## src/sv/bshc_pkg.sv

```systemverilog
// Shared types, constants and register codes of the byte signature hit counter.
package bshc_pkg;

  // Geometry of the scan.
  localparam int LANES         = 4;
  localparam int MAX_SIG_BYTES = 5;
  localparam int BYTE_W        = 8;
  localparam int HIST_W        = BYTE_W * MAX_SIG_BYTES;
  localparam int LEN_W         = 3;
  localparam int HIT_W         = 2;
  localparam int SEEN_W        = 3;
  localparam int CFG_IDX_W     = 3;
  localparam int CFG_DATA_W    = 40;

  localparam logic [HIT_W-1:0]  HIT_SAT  = 2'd3;
  localparam logic [SEEN_W-1:0] SEEN_MAX = SEEN_W'(MAX_SIG_BYTES);

  // Configuration register indexes.
  localparam logic [CFG_IDX_W-1:0] REG_PATTERN0 = 3'd0;
  localparam logic [CFG_IDX_W-1:0] REG_PATTERN1 = 3'd1;
  localparam logic [CFG_IDX_W-1:0] REG_PATTERN2 = 3'd2;
  localparam logic [CFG_IDX_W-1:0] REG_PATTERN3 = 3'd3;
  localparam logic [CFG_IDX_W-1:0] REG_LENGTHS  = 3'd4;
  localparam logic [CFG_IDX_W-1:0] REG_MIN_HITS = 3'd5;
  localparam logic [CFG_IDX_W-1:0] REG_ENABLE   = 3'd6;

  // Input item.
  typedef struct packed {
    logic [BYTE_W-1:0] rom_byte;
    logic              last_byte;
  } bshc_in_t;

  // Result item.
  typedef struct packed {
    logic [LANES-1:0] lane_found;
    logic             any_found;
  } bshc_out_t;

  // Configuration register contents.
  typedef struct packed {
    logic [LANES-1:0][HIST_W-1:0] pattern;
    logic [LANES*LEN_W-1:0]       lengths;
    logic [LANES*HIT_W-1:0]       min_hits;
    logic [LANES-1:0]             enable;
  } bshc_cfg_t;

  // Per-byte control handed to the lanes.
  typedef struct packed {
    logic step;   // a non-final byte updates the lane
    logic clear;  // the final byte ends the image
  } bshc_ctrl_t;

endpackage

```

## src/sv/bshc_cfg_regs.sv

```systemverilog
// Configuration register file of the byte signature hit counter.
module bshc_cfg_regs (
  input  logic                                clk,
  input  logic                                rst_n,
  input  logic                                cfg_we,
  input  logic [bshc_pkg::CFG_IDX_W-1:0]      cfg_index,
  input  logic [bshc_pkg::CFG_DATA_W-1:0]     cfg_data,
  output bshc_pkg::bshc_cfg_t                 cfg
);
  import bshc_pkg::*;

  bshc_cfg_t cfg_r;
  bshc_cfg_t cfg_nxt;

  // Decode one register write; indexes beyond the list are dropped.
  always_comb begin
    cfg_nxt = cfg_r;
    if (cfg_we) begin
      case (cfg_index)
        REG_PATTERN0, REG_PATTERN1, REG_PATTERN2, REG_PATTERN3: begin
          cfg_nxt.pattern[cfg_index[1:0]] = cfg_data[HIST_W-1:0];
        end
        REG_LENGTHS: begin
          cfg_nxt.lengths = cfg_data[LANES*LEN_W-1:0];
        end
        REG_MIN_HITS: begin
          cfg_nxt.min_hits = cfg_data[LANES*HIT_W-1:0];
        end
        REG_ENABLE: begin
          cfg_nxt.enable = cfg_data[LANES-1:0];
        end
        default: begin
          cfg_nxt = cfg_r;
        end
      endcase
    end
  end

  always_ff @(posedge clk) begin
    if (!rst_n) begin
      cfg_r <= '0;
    end else begin
      cfg_r <= cfg_nxt;
    end
  end

  assign cfg = cfg_r;

endmodule

```

## src/sv/bshc_lane.sv

```systemverilog
// One signature lane: window compare, hit counter and hold-off counter.
module bshc_lane (
  input  logic                             clk,
  input  logic                             rst_n,
  input  bshc_pkg::bshc_ctrl_t             ctrl,
  input  logic [bshc_pkg::HIST_W-1:0]      hist_nxt,
  input  logic [bshc_pkg::SEEN_W-1:0]      seen_nxt,
  input  logic [bshc_pkg::HIST_W-1:0]      pattern,
  input  logic [bshc_pkg::LEN_W-1:0]       len,
  output logic [bshc_pkg::HIT_W-1:0]       hit_count
);
  import bshc_pkg::*;

  logic [HIT_W-1:0]         hit_r, hit_nxt;
  logic [LEN_W-1:0]         hold_r, hold_nxt;
  logic [MAX_SIG_BYTES-1:0] match_len;
  logic                     match;
  logic                     len_ok;

  // Compare the newest l bytes against the first l signature bytes, for every l.
  // The oldest byte of the window lines up with signature byte 0.
  always_comb begin
    for (int l = 1; l <= MAX_SIG_BYTES; l++) begin
      match_len[l-1] = 1'b1;
      for (int k = 0; k < MAX_SIG_BYTES; k++) begin
        if (k < l) begin
          if (pattern[BYTE_W*k +: BYTE_W] !=
              hist_nxt[BYTE_W*((l - 1 - k + MAX_SIG_BYTES) % MAX_SIG_BYTES) +: BYTE_W]) begin
            match_len[l-1] = 1'b0;
          end
        end
      end
    end
  end

  // Pick the compare for the programmed length; a bad length never matches.
  always_comb begin
    match = 1'b0;
    for (int l = 1; l <= MAX_SIG_BYTES; l++) begin
      if (len == LEN_W'(l)) begin
        match = match_len[l-1];
      end
    end
  end

  assign len_ok = (len != '0) && (len <= LEN_W'(MAX_SIG_BYTES)) && (seen_nxt >= len);

  // Count a hit only outside the hold-off that follows the previous hit.
  always_comb begin
    hit_nxt  = hit_r;
    hold_nxt = hold_r;
    if (ctrl.clear) begin
      hit_nxt  = '0;
      hold_nxt = '0;
    end else if (ctrl.step) begin
      if (hold_r != '0) begin
        hold_nxt = hold_r - LEN_W'(1);
      end else if (len_ok && match) begin
        if (hit_r != HIT_SAT) begin
          hit_nxt = hit_r + HIT_W'(1);
        end
        hold_nxt = len;
      end
    end
  end

  always_ff @(posedge clk) begin
    if (!rst_n) begin
      hit_r  <= '0;
      hold_r <= '0;
    end else begin
      hit_r  <= hit_nxt;
      hold_r <= hold_nxt;
    end
  end

  assign hit_count = hit_r;

  // The hold-off never runs longer than the longest signature.
  assert property (@(posedge clk) disable iff (!rst_n)
    hold_r <= LEN_W'(MAX_SIG_BYTES))
    else $error("hold-off exceeds the longest signature");

  // The end of an image leaves the lane cleared.
  assert property (@(posedge clk) disable iff (!rst_n)
    ctrl.clear |=> (hit_r == '0) && (hold_r == '0))
    else $error("lane state not cleared after the final byte");

  // Between images the hit count only grows.
  assert property (@(posedge clk) disable iff (!rst_n)
    !ctrl.clear |=> hit_r >= $past(hit_r))
    else $error("hit count decreased within an image");

endmodule

```

## src/sv/byte_signature_hit_counter_unit.sv

```systemverilog
// Top level of the byte signature hit counter: input register, history, lanes, result register.
// The result item is loaded as the final byte leaves the input register,
// which it does only while the result register is free or being taken.
// Throughput: one byte per cycle; only a final byte waits, while an untaken result blocks it.
// Reset (synchronous, rst_n low) clears configuration, history, hit counts and both valids.
// After each final byte the scan state returns to reset values; configuration is kept.
module byte_signature_hit_counter_unit (
  input  logic                             clk,
  input  logic                             rst_n,
  input  logic                             in_valid,
  output logic                             in_stall,
  input  bshc_pkg::bshc_in_t               in_data,
  output logic                             out_valid,
  input  logic                             out_stall,
  output bshc_pkg::bshc_out_t              out_data,
  input  logic                             cfg_we,
  input  logic [bshc_pkg::CFG_IDX_W-1:0]   cfg_index,
  input  logic [bshc_pkg::CFG_DATA_W-1:0]  cfg_data
);
  import bshc_pkg::*;

  bshc_cfg_t                  cfg;
  bshc_ctrl_t                 ctrl;
  logic                       s1_vld_r, s1_vld_nxt;
  bshc_in_t                   s1_data_r;
  logic                       in_acc;
  logic                       adv;
  logic                       out_free;
  logic [HIST_W-1:0]          hist_r, hist_nxt;
  logic [SEEN_W-1:0]          seen_r, seen_nxt;
  logic [LANES-1:0][HIT_W-1:0] hit_count;
  logic [LANES-1:0]           found;
  logic                       out_vld_r;
  bshc_out_t                  out_data_r;

  // Configuration registers.
  bshc_cfg_regs u_cfg (
    .clk       (clk),
    .rst_n     (rst_n),
    .cfg_we    (cfg_we),
    .cfg_index (cfg_index),
    .cfg_data  (cfg_data),
    .cfg       (cfg)
  );

  // Handshake: a held item moves on unless it is a final byte facing a full result register that is not being taken.
  assign out_free = !out_vld_r || !out_stall;
  assign adv      = s1_vld_r && (!s1_data_r.last_byte || out_free);
  assign in_stall = s1_vld_r && !adv;
  assign in_acc   = in_valid && !in_stall;
  assign s1_vld_nxt = in_acc || (s1_vld_r && !adv);

  assign ctrl.step  = adv && !s1_data_r.last_byte;
  assign ctrl.clear = adv && s1_data_r.last_byte;

  // Input register.
  always_ff @(posedge clk) begin
    if (!rst_n) begin
      s1_vld_r <= 1'b0;
    end else begin
      s1_vld_r <= s1_vld_nxt;
    end
  end

  always_ff @(posedge clk) begin
    if (in_acc) begin
      s1_data_r <= in_data;
    end
  end

  // Byte history, newest byte lowest, and the saturating count of bytes seen.
  assign hist_nxt = {hist_r[HIST_W-BYTE_W-1:0], s1_data_r.rom_byte};
  assign seen_nxt = (seen_r == SEEN_MAX) ? SEEN_MAX : seen_r + SEEN_W'(1);

  always_ff @(posedge clk) begin
    if (!rst_n) begin
      hist_r <= '0;
      seen_r <= '0;
    end else if (ctrl.clear) begin
      hist_r <= '0;
      seen_r <= '0;
    end else if (ctrl.step) begin
      hist_r <= hist_nxt;
      seen_r <= seen_nxt;
    end
  end

  // Signature lanes.
  for (genvar n = 0; n < LANES; n++) begin : g_lane
    bshc_lane u_lane (
      .clk       (clk),
      .rst_n     (rst_n),
      .ctrl      (ctrl),
      .hist_nxt  (hist_nxt),
      .seen_nxt  (seen_nxt),
      .pattern   (cfg.pattern[n]),
      .len       (cfg.lengths[LEN_W*n +: LEN_W]),
      .hit_count (hit_count[n])
    );
  end

  // A lane is found when enabled and its count reached the required count.
  always_comb begin
    for (int n = 0; n < LANES; n++) begin
      found[n] = cfg.enable[n] && (hit_count[n] >= cfg.min_hits[HIT_W*n +: HIT_W]);
    end
  end

  // Result register.
  always_ff @(posedge clk) begin
    if (!rst_n) begin
      out_vld_r <= 1'b0;
    end else if (ctrl.clear) begin
      out_vld_r <= 1'b1;
    end else if (!out_stall) begin
      out_vld_r <= 1'b0;
    end
  end

  always_ff @(posedge clk) begin
    if (ctrl.clear) begin
      out_data_r.lane_found <= found;
      out_data_r.any_found  <= |found;
    end
  end

  assign out_valid = out_vld_r;
  assign out_data  = out_data_r;

  // A final byte always produces a result item in the next cycle.
  assert property (@(posedge clk) disable iff (!rst_n)
    ctrl.clear |=> out_vld_r)
    else $error("final byte produced no result item");

  // Input is held back only while a final byte waits in the input register behind an untaken result item.
  assert property (@(posedge clk) disable iff (!rst_n)
    in_stall |-> s1_vld_r && s1_data_r.last_byte && out_vld_r && out_stall)
    else $error("input stalled without a blocked final byte");

  // The byte count never passes the longest signature.
  assert property (@(posedge clk) disable iff (!rst_n)
    seen_r <= SEEN_MAX)
    else $error("byte count exceeds the longest signature");

endmodule
```

## config.mk

```make
export PLATFORM = sky130hd
export DESIGN_NAME = byte_signature_hit_counter_unit
export DESIGN_NICKNAME = d
export VERILOG_FILES = /design/src/sv/bshc_pkg.sv /design/src/sv/bshc_cfg_regs.sv /design/src/sv/bshc_lane.sv /design/src/sv/byte_signature_hit_counter_unit.sv
export SDC_FILE = /design/constraint.sdc
export NUM_CORES = 1
export LEC_CHECK = 0
export BUFFER_PORTS_ARGS = -buffer_cell sky130_fd_sc_hd__clkbuf_2
export CAP_MARGIN = 20
export CORE_MARGIN = 2
export CORE_UTILIZATION = 46
export DETAILED_ROUTE_END_ITERATION = 12
export PLACE_DENSITY = 0.74
export REMOVE_ABC_BUFFERS = 1
export SETUP_SLACK_MARGIN = 0.2
export SYNTH_ARGS = -nofsm -noshare
export SYNTH_HDL_FRONTEND = slang
export SYNTH_HIERARCHICAL = 1
export SYNTH_SLANG_ARGS = --single-unit
```

## constraint.sdc

```tcl
create_clock -name clk -period 3.1 [get_ports clk]
set_clock_uncertainty 0.15 [all_clocks]
set_input_delay 0.155 -clock clk [delete_from_list [all_inputs] [get_ports clk]]
set_output_delay 0.155 -clock clk [all_outputs]
set_load 0.02 [all_outputs]
```

==> flow_summary_export.csv <==
group,metric,value,unit
placed_design,gp_congestion,1.058,
floorplanning,num_rows,69,
critical_path,critPathMaxStageDelay,0.54,ns
critical_path,crit_fanout,11,
routing,drt-wirelength-per-cell,25.87,µm
timing,fin_crit_sh,0.9448,
synth,ys_types,68,
clock_tree,clock-root-buffer,"clkbuf_16",
routing,avgViaCountPerCell,5.802,
synth,netlist_instances,1826,
synth,syn_avg_cell_area,9.074,µm²
power_and_ir_drop,power,0.008178,W
routing,drc,0,
timing,fmax,341.4,MHz
placed_design,hpwlAfterDp,46.83,mm
timing,fin_tns_setup,0,ns
critical_path,crit_chain,"buf_12 > xnor2_2 > nand4_1 > nor4_2 > a31oi_4 > or3_4 > or4_4 > mux2i_1",
global_route,grt_pass1_wl,93.05,mm
global_route,track_usage,0.3323,
run,drv_cap,0,
global_route,overflow,0,
critical_path,worstPathArrival,3.23,ns
cells_and_area,n_antenna_cell,0,
critical_path,slowest_stage,"or4_4",
floorplanning,core_area,35480,µm²
clock_tree,clock_path_buffers,3,
synth,ys.flop_type,"dfxtp_1",
clock_tree,cts_tree,"yes",
cells_and_area,area_delta_synth_final,22.13,%
synth,synth_area,16570,µm²
synth,synthArstFlopShare,0,
routing,drt_iter0_markers,1417,
power_and_ir_drop,peakVddDrop,0.0004692,V
floorplanning,fp.dieArea,37550,µm²
power_and_ir_drop,combPwrFrac,0.144,
synth,yosysTopAreaCellShare,0.2912,
power_and_ir_drop,p_seq_frac,0.426,
floorplanning,initial_core_util,0.4670,
synth,yosysTopAreaCell,"dfxtp_1",
timing,report.final.slew_viol_count,0,
global_route,antenna_found_initial,0,
timing,fin_crit,2.929,ns
synth,seq_area_frac_synth,0.3165,
timing,tightestPinTransition,1.092,ns
power_and_ir_drop,power_density,404.1,nW/µm²
cells_and_area,final_core_util,0.5703,
floorplanning,die_x,193.8,µm
placed_design,io_buffer_count,63,
timing,slew_headroom,0.2680,
global_route,grt.busiest_layer,"met2",
floorplanning,io_pins,64,
power_and_ir_drop,p_sw_frac,0.2716,
power_and_ir_drop,switchingPower,0.002221,W
routing,num_vias,14585,
critical_path,start_kind,"flop",
global_route,first_global_vias,14221,
cells_and_area,fill_cells,3171,
placed_design,dp.cells,2393,
synth,synth_edf_count,14,
global_route,grtUsageMet3,0.06036,
synth,synth.area.top_cells,"dfxtp_1 (29%), xor2_1 (16%), mux2i_1 (12%)",
synth,yosys_warnings,6,
power_and_ir_drop,pwr-share-clk,0.431,
floorplanning,fp.dieH,193.8,µm
clock_tree,cts_max_level,1,
clock_tree,insertion_delay,0.57,ns
power_and_ir_drop,power.leakage,9.402,nW
clock_tree,cts_made_buffers,28,
synth,ys_ff_latch,255,
global_route,gr-usage-met2,0.5099,
timing,rsz0062_at_grt,"yes",
routing,wl,65.04,mm
global_route,grt_max_degree,124,
power_and_ir_drop,p_int,0.005957,W
critical_path,cp-end-kind,"flop",
timing,hold_viol,0,
clock_tree,path_clk_slew,0.06,ns
critical_path,crit_required,3.40,ns
cells_and_area,layout-drive-gt1-share,0.1924,
routing,ant_nets,0,
clock_tree,cts.sink_count,255,
cells_and_area,final_cells,2514,
cells_and_area,nets,2122,
critical_path,critical_path_class,"flop to flop",
routing,first_pass_iters,5,
timing,setup_viol,0,
worst_hold_path,hp-class,"input pin to flop",
global_route,use_met1,0.4423,
outcome,status,"finished clean",
registers in the layout (all words and copies together), names as in the netlist:
| signal | flops |
|---|---|
| u_cfg/cfg | 184 |
| out_valid | 1 |
| s1_vld_r | 1 |
| hist_nxt | 8 |
| g_lane.u_lane/hit_count | 8 |
| hist_r | 32 |
| out_data | 5 |
| s1_data_r | 1 |
| seen_r | 3 |
| g_lane.u_lane/hold_r | 12 |
synth_stat cells, types with 9 or more instances:
| cell type | count |
|---|---|
| a21oi_1 | 21 |
| a21oi_2 | 10 |
| buf_2 | 37 |
| buf_4 | 12 |
| buf_6 | 32 |
| clkbuf_1 | 46 |
| dfxtp_1 | 241 |
| edfxtp_1 | 14 |
| ha_1 | 32 |
| inv_1 | 33 |
| mux2i_1 | 193 |
| nand2_1 | 298 |
| nand2_2 | 11 |
| nand2b_1 | 9 |
| nand3_1 | 27 |
| nand4_1 | 64 |
| nand4b_1 | 18 |
| nor2_1 | 18 |
| nor2b_1 | 13 |
| nor3_1 | 20 |
| nor4_1 | 80 |
| o21ai_0 | 23 |
| o21ai_1 | 10 |
| xnor2_1 | 179 |
| xor2_1 | 299 |
area by class of cell:
type / count / area [µm²] / share of cell area
flip-flops and latches: 255 / 5255 / 0.2597
repair buffers: 310 / 2688 / 0.1328
well taps: 461 / 576.8 / 0.02850
clock buffers: 39 / 823.3 / 0.04068
multi-input cells: 1404 / 10630 / 0.5252
clock inverters: 11 / 138.9 / 0.006863
inverters: 34 / 127.6 / 0.006306
worst max-delay path, delay by kind of cell (launching register included):
kind	cells	cell delay [ns]
mux	1	0.14
xor+xnor	1	0.14
compound gates	1	0.15
flops	1	0.44
simple gates	4	1.59
buf+inv	1	0.20
final timing paths:
kind | from | end | slack, ns | cells after the start
worst min register to register | u_cfg/cfg[5] | u_cfg/cfg[5] | 0.32 | 2
worst max-delay path | hist_nxt[2] | g_lane[1].u_lane/hit_count[1] | 0.17 | 8
worst max register to register | hist_nxt[2] | g_lane[1].u_lane/hit_count[1] | 0.17 | 8
worst min-delay path | cfg_data[2] | u_cfg/cfg[2] | 0.04 | 3
per-stage QoR:
step,cell area [µm²],hold slack (ns),worst slack (ns)
finish,20240,0.04064,0.1710
global route,20240,0.01861,0.1256
CTS,19800,0.01876,0.2025
detailed placement,18260,0.1841,-0.2266
global placement,18260,0.1843,-0.1742
floorplan,15730,0.1039,0.2450
metal layers:
metal  wire length [µm]  up-vias  part of all wire
met4               4284        0             0.066
met1              27400     7043              0.42
met3               5351      202             0.082
met2              28000      729              0.43
li1                   -     6611                 -
met5                  0        -                 0
placed cells by master (no fill, tap or decap), types with 4 or more instances in the layout:
cell type,netlist,final
a21o_1,7,7
a21oi_1,21,21
a21oi_2,10,10
a31oi_1,7,6
buf_12,0,25
buf_4,12,164
buf_6,32,5
clkbuf_1,46,4
clkbuf_16,0,31
clkbuf_2,2,62
clkbuf_8,0,7
clkinv_2,0,5
dfxtp_1,241,233
dfxtp_2,0,8
dlygate4sd3_1,0,48
edfxtp_1,14,14
ha_1,32,32
inv_1,33,33
mux2i_1,193,193
nand2_1,298,298
nand2_2,11,11
nand2b_1,9,9
nand3_1,27,27
nand4_1,64,64
nand4b_1,18,18
nor2_1,18,16
nor2b_1,13,13
nor3_1,20,18
nor3b_1,5,5
nor4_1,80,57
nor4_2,2,22
o211ai_1,7,7
o21a_1,4,4
o21ai_0,23,23
o21ai_1,10,10
xnor2_1,179,176
xnor2_2,4,6
xor2_1,299,298
power groups by stage:
stage	Combinational, W	Clock (W)	Sequential, W
after CTS	0.00109	0.00355	0.00348
after global placement	0.00101	0	0.00355
final	0.00118	0.00352	0.00348
after floorplan	0.000494	0	0.00358
after detailed placement	0.00102	0	0.00355
after global routing	0.00123	0.00368	0.00349
logic make-up (layout without fill, tap and decap cells):
kind of cell,after synthesis,count (layout),synth area share
buffers and inverters,167,394,0.05867
flip-flops,255,255,0.3165
AND/OR/NAND/NOR,583,583,0.1790
adder cells (fa/ha/maj),32,32,0.02416
XOR/XNOR,482,482,0.2566
AO/OA/AOI/OAI,112,112,0.04704
multiplexers,195,195,0.1179
timing repair:
item,4_1_cts,5_1_grt
endpoints found under the hold margin,171,0
buffers inserted,1,20
resized for setup,17,41
pin swaps,4,22
hold buffers,48,0
gates cloned,0,2
setup endpoints to repair,17,14
Note: power is estimated with default switching activity, not from simulation.
